--- src/rtl/core/hrd_pkg.sv ---
`timescale 1ns / 1ps
// ----------------------------------------------------------------------------
// hrd_pkg
// Shared types and constants of the HTTP response header deframer.
// ----------------------------------------------------------------------------
package hrd_pkg;

  localparam int unsigned LENGTH_BITS_DEF = 32;
  localparam int unsigned QUEUE_DEPTH_DEF = 2;
  localparam int unsigned OUT_LEN_W       = 32;

  localparam logic [7:0] CH_COLON = 8'h3A;
  localparam logic [7:0] CH_LF    = 8'h0A;
  localparam logic [7:0] CH_CR    = 8'h0D;
  localparam logic [7:0] CH_PLUS  = 8'h2B;
  localparam logic [7:0] CH_MINUS = 8'h2D;

  localparam logic [3:0] NAME_LEN = 4'd14;

  typedef enum logic [2:0] {
    CLS_STATUS   = 3'd0,
    CLS_NAME     = 3'd1,
    CLS_SEP      = 3'd2,
    CLS_VALUE    = 3'd3,
    CLS_LINE_END = 3'd4,
    CLS_BODY     = 3'd5,
    CLS_TRAIL    = 3'd6
  } byte_class_e;

  // per-byte flags worked out by the front end
  typedef struct packed {
    logic is_colon;
    logic is_lf;
    logic is_cr;
    logic is_space;
    logic is_digit;
    logic is_plus;
    logic is_minus;
  } byte_info_t;

  typedef struct packed {
    logic [7:0] data_byte;
    logic       restart;
    byte_info_t info;
  } hrd_entry_t;

  // "Content-Length", one character per position
  function automatic logic [7:0] name_char(input logic [3:0] pos);
    logic [7:0] ch;
    case (pos)
      4'd0:    ch = 8'h43; // C
      4'd1:    ch = 8'h6F; // o
      4'd2:    ch = 8'h6E; // n
      4'd3:    ch = 8'h74; // t
      4'd4:    ch = 8'h65; // e
      4'd5:    ch = 8'h6E; // n
      4'd6:    ch = 8'h74; // t
      4'd7:    ch = 8'h2D; // -
      4'd8:    ch = 8'h4C; // L
      4'd9:    ch = 8'h65; // e
      4'd10:   ch = 8'h6E; // n
      4'd11:   ch = 8'h67; // g
      4'd12:   ch = 8'h74; // t
      4'd13:   ch = 8'h68; // h
      default: ch = 8'h00;
    endcase
    return ch;
  endfunction

endpackage

--- src/rtl/core/hrd_if.sv ---
`timescale 1ns / 1ps
// ----------------------------------------------------------------------------
// hrd_if
// Valid/ready channels of the deframer: incoming bytes and labeled words.
// ----------------------------------------------------------------------------
interface hrd_byte_if;
  logic       valid;
  logic       ready;
  logic [7:0] data_byte;
  logic       restart;

  modport source (output valid, output data_byte, output restart, input ready);
  modport sink   (input valid, input data_byte, input restart, output ready);
endinterface

interface hrd_result_if;
  logic        valid;
  logic        ready;
  logic [7:0]  byte_out;
  logic [2:0]  byte_class;
  logic        headers_done;
  logic        length_seen;
  logic [31:0] body_length;
  logic        body_last;
  logic        message_done;

  modport source (
    output valid, output byte_out, output byte_class, output headers_done,
    output length_seen, output body_length, output body_last,
    output message_done, input ready
  );
  modport sink (
    input valid, input byte_out, input byte_class, input headers_done,
    input length_seen, input body_length, input body_last,
    input message_done, output ready
  );
endinterface

--- src/rtl/core/hrd_front.sv ---
`timescale 1ns / 1ps
// ----------------------------------------------------------------------------
// hrd_front
// Accepts input words and tags each byte with its character classes.
// ----------------------------------------------------------------------------
module hrd_front
  import hrd_pkg::*;
(
  hrd_byte_if.sink   byte_i,
  output logic       push_valid_o,
  output hrd_entry_t push_entry_o,
  input  logic       push_ready_i
);

  logic [7:0] ch;
  byte_info_t info;

  assign ch = byte_i.data_byte;

  always_comb begin
    info.is_colon = (ch == CH_COLON);
    info.is_lf    = (ch == CH_LF);
    info.is_cr    = (ch == CH_CR);
    info.is_space = (ch inside {[8'h09:8'h0D], 8'h20});
    info.is_digit = (ch inside {[8'h30:8'h39]});
    info.is_plus  = (ch == CH_PLUS);
    info.is_minus = (ch == CH_MINUS);
  end

  assign byte_i.ready           = push_ready_i;
  assign push_valid_o           = byte_i.valid;
  assign push_entry_o.data_byte = ch;
  assign push_entry_o.restart   = byte_i.restart;
  assign push_entry_o.info      = info;

endmodule

--- src/rtl/core/hrd_queue.sv ---
`timescale 1ns / 1ps
// ----------------------------------------------------------------------------
// hrd_queue
// Short FIFO between the classifying front end and the parser.
// ----------------------------------------------------------------------------
module hrd_queue
  import hrd_pkg::*;
#(
  parameter int unsigned QUEUE_DEPTH = QUEUE_DEPTH_DEF
) (
  input  logic       clk_i,
  input  logic       rst_ni,
  input  logic       push_valid_i,
  input  hrd_entry_t push_entry_i,
  output logic       push_ready_o,
  output logic       pop_valid_o,
  output hrd_entry_t pop_entry_o,
  input  logic       pop_ready_i
);

  localparam int unsigned PtrW = (QUEUE_DEPTH > 1) ? $clog2(QUEUE_DEPTH) : 1;
  localparam int unsigned CntW = $clog2(QUEUE_DEPTH + 1);
  localparam logic [PtrW-1:0] LastPtr = PtrW'(QUEUE_DEPTH - 1);
  localparam logic [CntW-1:0] FullCnt = CntW'(QUEUE_DEPTH);

  hrd_entry_t      mem_q [QUEUE_DEPTH];
  logic [PtrW-1:0] wr_ptr_q, wr_ptr_d;
  logic [PtrW-1:0] rd_ptr_q, rd_ptr_d;
  logic [CntW-1:0] count_q, count_d;
  logic            push, pop;

  assign push_ready_o = (count_q != FullCnt);
  assign pop_valid_o  = (count_q != '0);
  assign pop_entry_o  = mem_q[rd_ptr_q];
  assign push         = push_valid_i && push_ready_o;
  assign pop          = pop_valid_o && pop_ready_i;

  always_comb begin
    wr_ptr_d = wr_ptr_q;
    rd_ptr_d = rd_ptr_q;
    count_d  = count_q;
    if (push) begin
      wr_ptr_d = (wr_ptr_q == LastPtr) ? '0 : wr_ptr_q + 1'b1;
    end
    if (pop) begin
      rd_ptr_d = (rd_ptr_q == LastPtr) ? '0 : rd_ptr_q + 1'b1;
    end
    if (push && !pop) begin
      count_d = count_q + 1'b1;
    end else if (pop && !push) begin
      count_d = count_q - 1'b1;
    end
  end

  always_ff @(posedge clk_i or negedge rst_ni) begin
    if (!rst_ni) begin
      wr_ptr_q <= '0;
      rd_ptr_q <= '0;
      count_q  <= '0;
    end else begin
      wr_ptr_q <= wr_ptr_d;
      rd_ptr_q <= rd_ptr_d;
      count_q  <= count_d;
    end
  end

  always_ff @(posedge clk_i) begin
    if (push) begin
      mem_q[wr_ptr_q] <= push_entry_i;
    end
  end

endmodule

--- src/rtl/core/hrd_back.sv ---
`timescale 1ns / 1ps
// ----------------------------------------------------------------------------
// hrd_back
// Header/body parser: tracks line state, matches Content-Length, converts
// its value, counts the body and drives the registered result word.
// ----------------------------------------------------------------------------
module hrd_back
  import hrd_pkg::*;
#(
  parameter int unsigned LENGTH_BITS = LENGTH_BITS_DEF
) (
  input  logic         clk_i,
  input  logic         rst_ni,
  input  logic         pop_valid_i,
  input  hrd_entry_t   pop_entry_i,
  output logic         pop_ready_o,
  hrd_result_if.source result_o
);

  localparam int unsigned LB = LENGTH_BITS;

  typedef enum logic [1:0] {
    PH_STATUS,
    PH_HEADER,
    PH_BODY,
    PH_TRAIL
  } phase_e;

  typedef enum logic [1:0] {
    NP_LEAD,
    NP_SIGN,
    NP_DIGITS,
    NP_DONE
  } num_phase_e;

  phase_e     phase_q, phase_d, c_phase;
  num_phase_e np_q, np_d, c_np;
  logic       prev_cr_q, prev_cr_d, c_prev_cr;
  logic       first_q, first_d, c_first;
  logic       empty_name_q, empty_name_d, c_empty_name;
  logic       cr_only_q, cr_only_d, c_cr_only;
  logic       colon_q, colon_d, c_colon;
  logic       skip_q, skip_d, c_skip;
  logic [3:0] pos_q, pos_d, c_pos;
  logic       match_ok_q, match_ok_d, c_match_ok;
  logic       neg_q, neg_d, c_neg;
  logic [LB-1:0] acc_q, acc_d, c_acc;
  logic [LB-1:0] len_q, len_d, c_len;
  logic       flag_q, flag_d, c_flag;
  logic [LB-1:0] rem_q, rem_d, c_rem, rem_dec;

  logic [LB+3:0]        acc_x10;
  logic [LB+OUT_LEN_W-1:0] len_ext;
  logic                 fire, in_hdr, line_end, last, done;
  byte_class_e          cls;
  byte_info_t           info;
  logic [7:0]           ch;

  // result register
  logic        out_valid_q;
  logic [7:0]  out_byte_q;
  logic [2:0]  out_class_q;
  logic        out_hdone_q, out_seen_q, out_last_q, out_done_q;
  logic [31:0] out_len_q;

  assign fire        = pop_valid_i && (!out_valid_q || result_o.ready);
  assign pop_ready_o = !out_valid_q || result_o.ready;
  assign info        = pop_entry_i.info;
  assign ch          = pop_entry_i.data_byte;

  // restart clears the state before the byte is taken
  always_comb begin
    c_phase      = phase_q;
    c_np         = np_q;
    c_prev_cr    = prev_cr_q;
    c_first      = first_q;
    c_empty_name = empty_name_q;
    c_cr_only    = cr_only_q;
    c_colon      = colon_q;
    c_skip       = skip_q;
    c_pos        = pos_q;
    c_match_ok   = match_ok_q;
    c_neg        = neg_q;
    c_acc        = acc_q;
    c_len        = len_q;
    c_flag       = flag_q;
    c_rem        = rem_q;
    if (pop_entry_i.restart) begin
      c_phase      = PH_STATUS;
      c_np         = NP_LEAD;
      c_prev_cr    = 1'b0;
      c_first      = 1'b1;
      c_empty_name = 1'b0;
      c_cr_only    = 1'b0;
      c_colon      = 1'b0;
      c_skip       = 1'b0;
      c_pos        = '0;
      c_match_ok   = 1'b1;
      c_neg        = 1'b0;
      c_acc        = '0;
      c_len        = '0;
      c_flag       = 1'b0;
      c_rem        = '0;
    end
  end

  // acc*10 + digit; a carry above LB bits means saturation
  assign acc_x10 = ({4'b0, c_acc} << 3) + ({4'b0, c_acc} << 1)
                 + {{LB{1'b0}}, ch[3:0]};
  assign rem_dec = (c_rem != '0) ? c_rem - 1'b1 : c_rem;
  assign in_hdr   = (c_phase == PH_HEADER);
  assign line_end = info.is_lf && c_prev_cr;

  always_comb begin
    phase_d      = c_phase;
    np_d         = c_np;
    prev_cr_d    = c_prev_cr;
    first_d      = c_first;
    empty_name_d = c_empty_name;
    cr_only_d    = c_cr_only;
    colon_d      = c_colon;
    skip_d       = c_skip;
    pos_d        = c_pos;
    match_ok_d   = c_match_ok;
    neg_d        = c_neg;
    acc_d        = c_acc;
    len_d        = c_len;
    flag_d       = c_flag;
    rem_d        = c_rem;
    cls          = CLS_STATUS;
    last         = 1'b0;
    done         = 1'b0;

    case (c_phase)
      PH_BODY: begin
        cls   = CLS_BODY;
        rem_d = rem_dec;
        if (rem_dec == '0) begin
          last    = 1'b1;
          done    = 1'b1;
          phase_d = PH_TRAIL;
        end
      end
      PH_TRAIL: begin
        cls = CLS_TRAIL;
      end
      default: begin
        if (!c_colon && info.is_colon) begin
          colon_d = 1'b1;
          skip_d  = 1'b1;
          if (c_first) begin
            empty_name_d = 1'b1;
          end
          cls = in_hdr ? CLS_SEP : CLS_STATUS;
        end else if (line_end) begin
          cls = CLS_LINE_END;
          if (c_empty_name || c_cr_only) begin
            // blank line: header section is over
            rem_d = c_len;
            if (c_len == '0) begin
              phase_d = PH_TRAIL;
              done    = 1'b1;
            end else begin
              phase_d = PH_BODY;
            end
          end else begin
            if (in_hdr && c_colon && c_match_ok && c_pos == NAME_LEN) begin
              len_d  = c_neg ? '0 : c_acc;
              flag_d = 1'b1;
            end
            phase_d = PH_HEADER;
          end
        end else if (c_skip) begin
          skip_d = 1'b0;
          cls    = in_hdr ? CLS_SEP : CLS_STATUS;
        end else if (c_colon) begin
          cls = in_hdr ? CLS_VALUE : CLS_STATUS;
          if (c_np != NP_DONE) begin
            if (c_np == NP_LEAD && !info.is_digit) begin
              if (info.is_plus || info.is_minus) begin
                neg_d = info.is_minus;
                np_d  = NP_SIGN;
              end else if (!info.is_space) begin
                np_d = NP_DONE;
              end
            end else if (!info.is_digit) begin
              np_d = NP_DONE;
            end else begin
              acc_d = (acc_x10[LB+3:LB] != 4'b0) ? '1 : acc_x10[LB-1:0];
              np_d  = NP_DIGITS;
            end
          end
        end else begin
          cls = in_hdr ? CLS_NAME : CLS_STATUS;
          if (c_pos < NAME_LEN && ch == name_char(c_pos)) begin
            pos_d = c_pos + 1'b1;
          end else begin
            match_ok_d = 1'b0;
          end
        end

        if (line_end) begin
          first_d      = 1'b1;
          empty_name_d = 1'b0;
          cr_only_d    = 1'b0;
          colon_d      = 1'b0;
          skip_d       = 1'b0;
          pos_d        = '0;
          match_ok_d   = 1'b1;
          np_d         = NP_LEAD;
          neg_d        = 1'b0;
          acc_d        = '0;
        end else begin
          cr_only_d = c_first && info.is_cr;
          first_d   = 1'b0;
        end
        prev_cr_d = info.is_cr;
      end
    endcase
  end

  assign len_ext = {{OUT_LEN_W{1'b0}}, len_d};

  always_ff @(posedge clk_i or negedge rst_ni) begin
    if (!rst_ni) begin
      phase_q      <= PH_STATUS;
      np_q         <= NP_LEAD;
      prev_cr_q    <= 1'b0;
      first_q      <= 1'b1;
      empty_name_q <= 1'b0;
      cr_only_q    <= 1'b0;
      colon_q      <= 1'b0;
      skip_q       <= 1'b0;
      pos_q        <= '0;
      match_ok_q   <= 1'b1;
      neg_q        <= 1'b0;
      acc_q        <= '0;
      len_q        <= '0;
      flag_q       <= 1'b0;
      rem_q        <= '0;
      out_valid_q  <= 1'b0;
      out_byte_q   <= '0;
      out_class_q  <= '0;
      out_hdone_q  <= 1'b0;
      out_seen_q   <= 1'b0;
      out_len_q    <= '0;
      out_last_q   <= 1'b0;
      out_done_q   <= 1'b0;
    end else begin
      if (fire) begin
        phase_q      <= phase_d;
        np_q         <= np_d;
        prev_cr_q    <= prev_cr_d;
        first_q      <= first_d;
        empty_name_q <= empty_name_d;
        cr_only_q    <= cr_only_d;
        colon_q      <= colon_d;
        skip_q       <= skip_d;
        pos_q        <= pos_d;
        match_ok_q   <= match_ok_d;
        neg_q        <= neg_d;
        acc_q        <= acc_d;
        len_q        <= len_d;
        flag_q       <= flag_d;
        rem_q        <= rem_d;
        out_valid_q  <= 1'b1;
        out_byte_q   <= ch;
        out_class_q  <= cls;
        out_hdone_q  <= (phase_d == PH_BODY) || (phase_d == PH_TRAIL);
        out_seen_q   <= flag_d;
        out_len_q    <= len_ext[OUT_LEN_W-1:0];
        out_last_q   <= last;
        out_done_q   <= done;
      end else if (result_o.ready) begin
        out_valid_q <= 1'b0;
      end
    end
  end

  assign result_o.valid        = out_valid_q;
  assign result_o.byte_out     = out_byte_q;
  assign result_o.byte_class   = out_class_q;
  assign result_o.headers_done = out_hdone_q;
  assign result_o.length_seen  = out_seen_q;
  assign result_o.body_length  = out_len_q;
  assign result_o.body_last    = out_last_q;
  assign result_o.message_done = out_done_q;

`ifndef SYNTHESIS
  // the body phase is left as soon as the count hits zero
  a_body_nonzero: assert property (@(posedge clk_i) disable iff (!rst_ni)
    phase_q == PH_BODY |-> rem_q != '0)
    else $error("body phase with zero bytes remaining");

  a_last_is_done: assert property (@(posedge clk_i) disable iff (!rst_ni)
    out_valid_q && out_last_q |-> out_done_q && out_hdone_q)
    else $error("final body byte without message completion");

  a_done_after_hdr: assert property (@(posedge clk_i) disable iff (!rst_ni)
    out_valid_q && out_done_q |-> out_hdone_q)
    else $error("message done before header section ended");

  a_fire_loads: assert property (@(posedge clk_i) disable iff (!rst_ni)
    fire |=> out_valid_q)
    else $error("consumed byte did not produce a result word");

  a_body_class: assert property (@(posedge clk_i) disable iff (!rst_ni)
    out_valid_q && out_class_q == CLS_BODY |-> out_hdone_q)
    else $error("body byte before header section ended");
`endif

endmodule

--- src/rtl/core/http_response_header_deframer_unit.sv ---
`timescale 1ns / 1ps
// ----------------------------------------------------------------------------
// http_response_header_deframer_unit
// Labels every byte of an HTTP response and tracks the Content-Length body.
// ----------------------------------------------------------------------------
// Usage:
//   byte_i carries one response byte per word, with restart set on the first
//   byte of a new response. result_o returns one word per byte: the byte, its
//   class, header/length status and body end markers.
//   A byte accepted on byte_i is held in the queue and then in the result register.
//   Throughput: one byte per cycle while result_o is not stalled; the parser's
//   per-byte state update (line state, name match, a x10 add for the length)
//   is combinational.
//   Reset clears the parser to the start of a response and empties the queue;
//   no result is pending afterward.
//   When result_o stalls, the result register holds, the parser stops and the
//   queue fills; byte_i.ready drops once QUEUE_DEPTH bytes are buffered.
// ----------------------------------------------------------------------------
module http_response_header_deframer_unit
  import hrd_pkg::*;
#(
  parameter int unsigned LENGTH_BITS = LENGTH_BITS_DEF,
  parameter int unsigned QUEUE_DEPTH = QUEUE_DEPTH_DEF
) (
  input  logic         clk_i,
  input  logic         rst_ni,
  hrd_byte_if.sink     byte_i,
  hrd_result_if.source result_o
);

  logic       push_valid, push_ready, pop_valid, pop_ready;
  hrd_entry_t push_entry, pop_entry;

  hrd_front u_front (
    .byte_i       (byte_i),
    .push_valid_o (push_valid),
    .push_entry_o (push_entry),
    .push_ready_i (push_ready)
  );

  hrd_queue #(
    .QUEUE_DEPTH (QUEUE_DEPTH)
  ) u_queue (
    .clk_i        (clk_i),
    .rst_ni       (rst_ni),
    .push_valid_i (push_valid),
    .push_entry_i (push_entry),
    .push_ready_o (push_ready),
    .pop_valid_o  (pop_valid),
    .pop_entry_o  (pop_entry),
    .pop_ready_i  (pop_ready)
  );

  hrd_back #(
    .LENGTH_BITS (LENGTH_BITS)
  ) u_back (
    .clk_i       (clk_i),
    .rst_ni      (rst_ni),
    .pop_valid_i (pop_valid),
    .pop_entry_i (pop_entry),
    .pop_ready_o (pop_ready),
    .result_o    (result_o)
  );

endmodule
--- src/flat_wrapper.sv ---
// flat-port wrapper written by rule: the top's interface ports become plain ports
module http_response_header_deframer_unit_flat import hrd_pkg::*;
#(
  parameter int unsigned LENGTH_BITS = LENGTH_BITS_DEF,
  parameter int unsigned QUEUE_DEPTH = QUEUE_DEPTH_DEF
)
  (clk_i, rst_ni, byte_i_valid, byte_i_data_byte, byte_i_restart, byte_i_ready, result_o_valid, result_o_byte_out, result_o_byte_class, result_o_headers_done, result_o_length_seen, result_o_body_length, result_o_body_last, result_o_message_done, result_o_ready);
  hrd_byte_if byte_i_i ();
  hrd_result_if result_o_i ();
  input  logic clk_i;
  input  logic rst_ni;
  input wire logic [$bits(byte_i_i.valid)-1:0] byte_i_valid;
  input wire logic [$bits(byte_i_i.data_byte)-1:0] byte_i_data_byte;
  input wire logic [$bits(byte_i_i.restart)-1:0] byte_i_restart;
  output wire logic [$bits(byte_i_i.ready)-1:0] byte_i_ready;
  output wire logic [$bits(result_o_i.valid)-1:0] result_o_valid;
  output wire logic [$bits(result_o_i.byte_out)-1:0] result_o_byte_out;
  output wire logic [$bits(result_o_i.byte_class)-1:0] result_o_byte_class;
  output wire logic [$bits(result_o_i.headers_done)-1:0] result_o_headers_done;
  output wire logic [$bits(result_o_i.length_seen)-1:0] result_o_length_seen;
  output wire logic [$bits(result_o_i.body_length)-1:0] result_o_body_length;
  output wire logic [$bits(result_o_i.body_last)-1:0] result_o_body_last;
  output wire logic [$bits(result_o_i.message_done)-1:0] result_o_message_done;
  input wire logic [$bits(result_o_i.ready)-1:0] result_o_ready;
  assign byte_i_i.valid = byte_i_valid;
  assign byte_i_i.data_byte = byte_i_data_byte;
  assign byte_i_i.restart = byte_i_restart;
  assign byte_i_ready = byte_i_i.ready;
  assign result_o_valid = result_o_i.valid;
  assign result_o_byte_out = result_o_i.byte_out;
  assign result_o_byte_class = result_o_i.byte_class;
  assign result_o_headers_done = result_o_i.headers_done;
  assign result_o_length_seen = result_o_i.length_seen;
  assign result_o_body_length = result_o_i.body_length;
  assign result_o_body_last = result_o_i.body_last;
  assign result_o_message_done = result_o_i.message_done;
  assign result_o_i.ready = result_o_ready;
  http_response_header_deframer_unit #(.LENGTH_BITS(LENGTH_BITS), .QUEUE_DEPTH(QUEUE_DEPTH)) u_core (.clk_i(clk_i), .rst_ni(rst_ni), .byte_i(byte_i_i), .result_o(result_o_i));
endmodule
--- config.mk ---
export PLATFORM = sky130hd
export DESIGN_NAME = http_response_header_deframer_unit_flat
export DESIGN_NICKNAME = d
export VERILOG_FILES = /design/src/rtl/core/hrd_pkg.sv /design/src/rtl/core/hrd_if.sv /design/src/rtl/core/hrd_front.sv /design/src/rtl/core/hrd_queue.sv /design/src/rtl/core/hrd_back.sv /design/src/rtl/core/http_response_header_deframer_unit.sv /design/src/flat_wrapper.sv
export SDC_FILE = /design/constraint.sdc
export NUM_CORES = 1
export LEC_CHECK = 0
export ABC_AREA = 0
export BUFFER_PORTS_ARGS = -buffer_cell sky130_fd_sc_hd__buf_2
export CORE_ASPECT_RATIO = 0.6
export CORE_MARGIN = 3
export CORE_UTILIZATION = 50
export DETAILED_ROUTE_END_ITERATION = 10
export HOLD_SLACK_MARGIN = 0.15
export PLACE_DENSITY = 0.71
export REMOVE_ABC_BUFFERS = 1
export SLEW_MARGIN = 0
export SYNTH_ARGS = -nofsm -noshare
export SYNTH_HDL_FRONTEND = slang
export SYNTH_SLANG_ARGS = --single-unit
--- constraint.sdc ---
create_clock -name clk_i -period 11.3 [get_ports clk_i]
set_input_delay 1.13 -clock clk_i [delete_from_list [all_inputs] [get_ports clk_i]]
set_output_delay 1.13 -clock clk_i [all_outputs]
set_load 0.05 [all_outputs]
==> results of run 1 <==
==> worst paths after layout <==
kind / end / slack (ns) / depth (start not counted)
hold / removal: u_core.u_back.empty_name_q$_DFFE_PN0P_ / 0.48 / 2
max in group asynchronous: u_core.u_back.rem_q[31]$_DFFE_PN0P_ / 9.44 / 2
setup reg to reg: u_core.u_back.acc_q[1]$_DFFE_PN0P_ / 5.30 / 16
hold reg to reg: u_core.u_back.empty_name_q$_DFFE_PN0P_ / 0.48 / 2
min in group asynchronous: u_core.u_back.result_o.body_length[12]$_DFFE_PN0P_ / 0.71 / 1
setup / recovery: u_core.u_back.acc_q[1]$_DFFE_PN0P_ / 5.30 / 16
==> final cells by class <==
type,count,area (sq um)
Clock buffer,17,425
Clock inverter,15,186
Fill cell,2080,9670
Inverter,33,124
Multi-Input combinational cell,1113,7080
Sequential cell,164,4270
Tap cell,308,385
Timing Repair Buffer,81,462
==> registers in the layout, summed over array words and instances, names as in the netlist, 3 cells and up <==
register                            cells
u_core.u_back.pos_q                     4
u_core.u_back.acc_q                    32
u_core.u_back.rem_q                    32
u_core.u_queue.mem_q                   32
u_core.u_back.result_o.byte_class       3
u_core.u_back.result_o.byte_out         8
u_core.u_back.result_o.body_length     32
==> cells in the final DEF (no fill, tap or decap), types with 32 or more instances in the layout <==
| master | synthesis | routed |
|---|---|---|
| edfxtp_1 | 32 | 32 |
| nor3_1 | 40 | 40 |
| dfrtp_1 | 130 | 130 |
| o21ai_0 | 123 | 123 |
| inv_1 | 32 | 32 |
| a22o_1 | 41 | 41 |
| nand2_1 | 174 | 174 |
| buf_2 | 10 | 60 |
| ha_1 | 72 | 72 |
| a21oi_1 | 94 | 93 |
| nor2_1 | 121 | 120 |
| and2_1 | 32 | 32 |
==> cells in the mapped netlist, drive strengths merged, types with 31 or more instances <==
master and instances:
nor3 41, a22o 41, nor2 121, a21oi 94, ha 72, clkbuf 72, nor4 31, nand2 174
o21ai 126, dfrtp 130, inv 32, edfxtp 32, and2 32
==> metrics by stage <==
stage / hold WS, ns / total power, uW / cells
floorplan: 0.439 / 2070 / 1310
global placement: 0.456 / 2580 / 1699
detailed placement: 0.462 / 2600 / 1699
CTS: 0.479 / 3220 / 1731
global route: 0.503 / 3480 / 1731
finish: 0.476 / 3270 / 1731
==> power breakdown <==
group	switching, uW	internal [uW]	total, uW
clock network	278	335	612
logic	1200	567	1770
registers	146	749	895
==> critical path: stages, from the launching register on <==
cell,delay [ns]
dfrtp_1,0.33
buf_4,0.34
mux2i_4,0.28
buf_4,0.40
and2_1,0.31
ha_1,0.28
ha_1,0.46
nand4_1,0.36
nor4_1,0.49
o211ai_1,0.29
nand3_1,0.26
a31oi_1,0.14
xor2_1,0.44
nand4_1,0.64
buf_4,0.43
o21ai_0,0.22
a22oi_1,0.13
==> per-layer routing <==
metal	vias up	part of all wire	track usage
met4	0	0.019	0.0800
met5	-	0	0
met2	645	0.39	0.390
met3	63	0.13	0.113
li1	5229	-	-
met1	5448	0.46	0.472
==> kinds of logic after synthesis <==
family                     count (synthesis)  share of synthesized area
DFF                                      164                      0.361
adders and majority gates                 73                     0.0780
and+or+nand+nor                          527                      0.217
xor gates and xnor gates                  40                     0.0297
AOI/OAI and AO/OA                        447                      0.250
buffers and inverters                    122                     0.0414
muxes                                     26                     0.0228
==> flow_summary.json, run 1 <==
{
  "outcome": "finished clean",
  "drt-total-wl_mm": 38.9,
  "required_ns": 11.61,
  "synthCells": 1399,
  "fin_area_sq_um": 12900,
  "ctsResizeCount": 0,
  "leakage_uw": 0.00586,
  "antenna_found_initial": 0,
  "grt_first_pass_wirelength_mm": 61.0,
  "cts_buffers": 17,
  "dieHeight_um": 125,
  "cp-startpoint": "u_core.u_queue.rd_ptr_q$_DFFE_PN0P_",
  "netlist_area_sq_um": 11800,
  "cts_tree": "yes",
  "synth_edf_count": 32,
  "antenna_left": 0,
  "firstDrtPassIters": 6,
  "io_pins": 62,
  "yosysSeqAreaShare": 0.361,
  "grt_overflow_total": 0,
  "initial_core_util": 0.523,
  "dp_hpwl_mm": 28.4,
  "tns_ns": 0,
  "ctsHoldBuffers": 0,
  "core.rowCount": 42,
  "htreeDepth": 4,
  "synth_largest_area_cell": "dfrtp_1",
  "drc_errors": 0,
  "cts_setup_buffers": 0,
  "slew_headroom": 0.254,
  "cts_buffer_depth": 2,
  "drv_slew": 0,
  "cp_data_arrival_time_ns": 6.31,
  "gp_congestion": 1.03,
  "period_share": 0.531,
  "wire_per_inst_um": 22.4,
  "hold_class": "reg2reg",
  "path_clk_slew_ns": 0.07,
  "io_buffer_count": 61,
  "place_ws_ns": 5.62,
  "syn2layout_area_growth_pct": 9.45,
  "power_density_nw_per_um2": 253,
  "dieWidth_um": 204,
  "setup_viol": 0,
  "num_vias": 11400,
  "synth_warnings": 0,
  "critical_path.startpoint_type": "register",
  "layout_setup_ws_ns": 5.30,
  "grt_pass1_vias": 10500,
  "hold_viol": 0,
  "ys_seq_elements": 164,
  "finish.utilization": 0.572,
  "ys_async_sr_fraction": 0.805,
  "fin_nets": 1496,
  "timing.fmax_ghz": 0.167,
  "synthFlopType": "dfrtp_1",
  "placed_cell_area_sq_um": 12300,
  "endpoint_kind": "register",
  "gr-usage-all-layers": 0.304,
  "fin_crit_ns": 6.00,
  "post-synth-top-area-fraction": 0.275,
  "synth_area_leaders": "dfrtp_1 (28%), edfxtp_1 (8.1%), ha_1 (7.6%), nand2_1 (5.5%), o21ai_0 (5.2%)",
  "clkLatencyLatePin_ns": 0.46,
  "yosysUniqueCellTypes": 82,
  "core_sq_um": 22600,
  "cp_max_fo": 42,
  "skew_ns": 0.0143,
  "grt_start_max_net_pins": 79,
  "dieArea_sq_um": 25600,
  "rsz0062_at_grt": "false",
  "ir_drop_v": 0.000168,
  "crit_type": "reg2reg",
  "tightest_slew_ns": 1.11,
  "r2r-start": "u_core.u_queue.rd_ptr_q$_DFFE_PN0P_",
  "clock-root-buffer": "clkbuf_16",
  "diodes": 0,
  "cts.sinks": 164,
  "synth.avg_cell_area_sq_um": 8.44,
  "viasPerCell": 6.58,
  "drt_iter0_markers": 1430,
  "cap_viol_max_count": 0,
  "hold_path.startpoint": "u_core.u_back.empty_name_q$_DFFE_PN0P_",
  "drive_above_1_share": 0.105
}
Power figures use the tool's default switching activity.
==> inputs of run 2 (changes only) <==
==> constraint.sdc (replaced) <==
create_clock -name clk_i -period 6 [get_ports clk_i]
set_input_delay 0.6 -clock clk_i [delete_from_list [all_inputs] [get_ports clk_i]]
set_output_delay 0.6 -clock clk_i [all_outputs]
set_load 0.05 [all_outputs]
==> run 2 against run 1 <==
  * Combinational power increased by 88%
  * Via count about the same
  * Total power increased by 87%
  * Maximum frequency increased by 15%
  * Routed wire length about the same
  * Worst setup slack got worse by 4.5 ns
  * Design area decreased by 0.15%
  * Clock skew decreased by 0.0040 ns
  * Clock power increased by 80%
  * Critical endpoint is now u_core.u_back.acc_q[25]$_DFFE_PN0P_
==> flow_summary.json, run 2 (synthesized netlist as in run 1, its figures left out) <==
{
  "viasPerCell": 6.58,
  "wire_per_inst_um": 22.5,
  "drc_errors": 0,
  "antenna_found_initial": 0,
  "dieWidth_um": 204,
  "p_clk_frac": 0.181,
  "power_switching_uw": 3070,
  "cts.sinks": 164,
  "ctsHoldBuffers": 0,
  "core_sq_um": 22600,
  "mostFrequentLayoutCells": "nand2_1 (174), dfrtp_1 (130), o21ai_0 (123), nor2_1 (120), a21oi_1 (93)",
  "cts_buffers": 17,
  "drv_slew": 0,
  "outcome": "finished clean",
  "gp_congestion": 0.975,
  "grt_pass1_vias": 10400,
  "hold_viol": 0,
  "slew_headroom": 0.130,
  "path_clk_slew_ns": 0.07,
  "pwr-share-comb": 0.544,
  "finish.utilization": 0.571,
  "gr-usage-all-layers": 0.304,
  "endpoint_kind": "register",
  "grt_overflow_total": 0,
  "fin_crit_ns": 5.20,
  "core.rowCount": 42,
  "dieHeight_um": 125,
  "hold_class": "in2async",
  "multi_input_area_sq_um": 7080,
  "clock-root-buffer": "clkbuf_16",
  "syn2layout_area_growth_pct": 9.28,
  "initial_core_util": 0.523,
  "cts_tree": "yes",
  "tightest_slew_ns": 1.30,
  "swShare": 0.503,
  "critical_path.startpoint_type": "register",
  "dp_hpwl_mm": 28.7,
  "leakage_uw": 0.00585,
  "fin_area_sq_um": 12900,
  "cp_max_fo": 26,
  "cts_buffer_depth": 2,
  "cp_data_arrival_time_ns": 5.54,
  "seqCellArea_sq_um": 4270,
  "drt-total-wl_mm": 38.9,
  "p_int_uw": 3040,
  "grt_first_pass_wirelength_mm": 60.9,
  "required_ns": 6.33,
  "grt_start_max_net_pins": 85,
  "ir_drop_v": 0.000305,
  "rsz0062_at_grt": "false",
  "crit_type": "reg2reg",
  "cts_setup_buffers": 0,
  "clkLatencyLatePin_ns": 0.45,
  "drt_iter0_markers": 1593,
  "htreeDepth": 4,
  "ctsResizeCount": 0,
  "fin_worst_hold_slack_ns": 0.187,
  "firstDrtPassIters": 6,
  "diodes": 0,
  "setup_viol": 0,
  "fin_nets": 1496,
  "antenna_left": 0,
  "period_share": 0.867,
  "num_vias": 11400,
  "io_pins": 62,
  "dieArea_sq_um": 25600,
  "skew_ns": 0.0103,
  "io_buffer_count": 61,
  "fill_cells": 2034,
  "placed_cell_area_sq_um": 12300,
  "p_seq_frac": 0.275,
  "power_density_nw_per_um2": 474,
  "timing.fmax_ghz": 0.192,
  "layout_commonest_cell": "nand2_1",
  "cap_viol_max_count": 0,
  "drive_above_1_share": 0.105
}
[run 2: cell count changes in the layout (fill, tap and decap cells not counted), sizes merged]
cell,delta
bufinv,-2
clkbuf,+1
inv,+1
[run 2: power by group through the flow]
stage | Clock [uW] | Sequential [uW] | Combinational, uW
floorplan | 0 | 1770 | 2130
global placement | 0 | 1680 | 3180
detailed placement | 0 | 1690 | 3220
CTS | 1120 | 1670 | 3240
global route | 1170 | 1710 | 3610
finish | 1100 | 1680 | 3320
[run 2: cell type report]
| class | instances | share of cell area |
|---|---|---|
| Multi-Input combinational cell | 1113 | 0.549 |
| Sequential cell | 164 | 0.331 |
| Timing Repair Buffer | 81 | 0.0358 |
| Clock buffer | 18 | 0.0333 |
| Tap cell | 308 | 0.0299 |
| Clock inverter | 14 | 0.0122 |
| Inverter | 33 | 0.00960 |
[run 2: final timing paths]
kind / from / to / slack (ns) / cells after the start
max: u_core.u_queue.mem_q[0][7]$_DFFE_PP_ / u_core.u_back.acc_q[25]$_DFFE_PN0P_ / 0.80 / 15
min: rst_ni / u_core.u_back.acc_q[19]$_DFFE_PN0P_ / 0.19 / 1
max reg2reg: u_core.u_queue.mem_q[0][7]$_DFFE_PP_ / u_core.u_back.acc_q[25]$_DFFE_PN0P_ / 0.80 / 15
min reg2reg: u_core.u_back.result_o.byte_out[7]$_DFFE_PN0P_ / u_core.u_back.result_o.byte_out[7]$_DFFE_PN0P_ / 0.48 / 2
max in group asynchronous: rst_ni / u_core.u_back.result_o.headers_done$_DFFE_PN0P_ / 4.65 / 2
min in group clk_i: byte_i_restart / u_core.u_queue.mem_q[0][7]$_DFFE_PP_ / 0.34 / 1
[run 2: routing by layer]
metal / vias to the layer above / track usage / wire length, um
met5: - / 0.0207 / 76
met4: 2 / 0.0699 / 589
met3: 49 / 0.0932 / 4680
met2: 638 / 0.395 / 15200
met1: 5480 / 0.481 / 18400
li1: 5223 / - / -
[run 2: stage by stage]
step | worst slack, ns | TNS, ns | std cells | power, uW
after floorplan | -1.92 | -122.87 | 1310 | 3890
after global placement | 1.16 | 0 | 1699 | 4860
after detailed placement | 1.00 | 0 | 1699 | 4910
after CTS | 0.989 | 0 | 1731 | 6030
after global routing | 0.526 | 0 | 1731 | 6500
final | 0.798 | 0 | 1731 | 6110
[run 2: critical path: stages (launching register included)]
cell and delay (ns):
edfxtp_1 0.46, mux2i_4 0.69, buf_4 0.33, and2_1 0.22, ha_1 0.26, ha_1 0.44
nand4_1 0.27, nor4_1 0.42, o211ai_1 0.22, nand3_1 0.23, a31oi_1 0.15, xor2_1 0.41
nand4_1 0.30, buf_4 0.31, o221ai_1 0.24, nand2_1 0.09
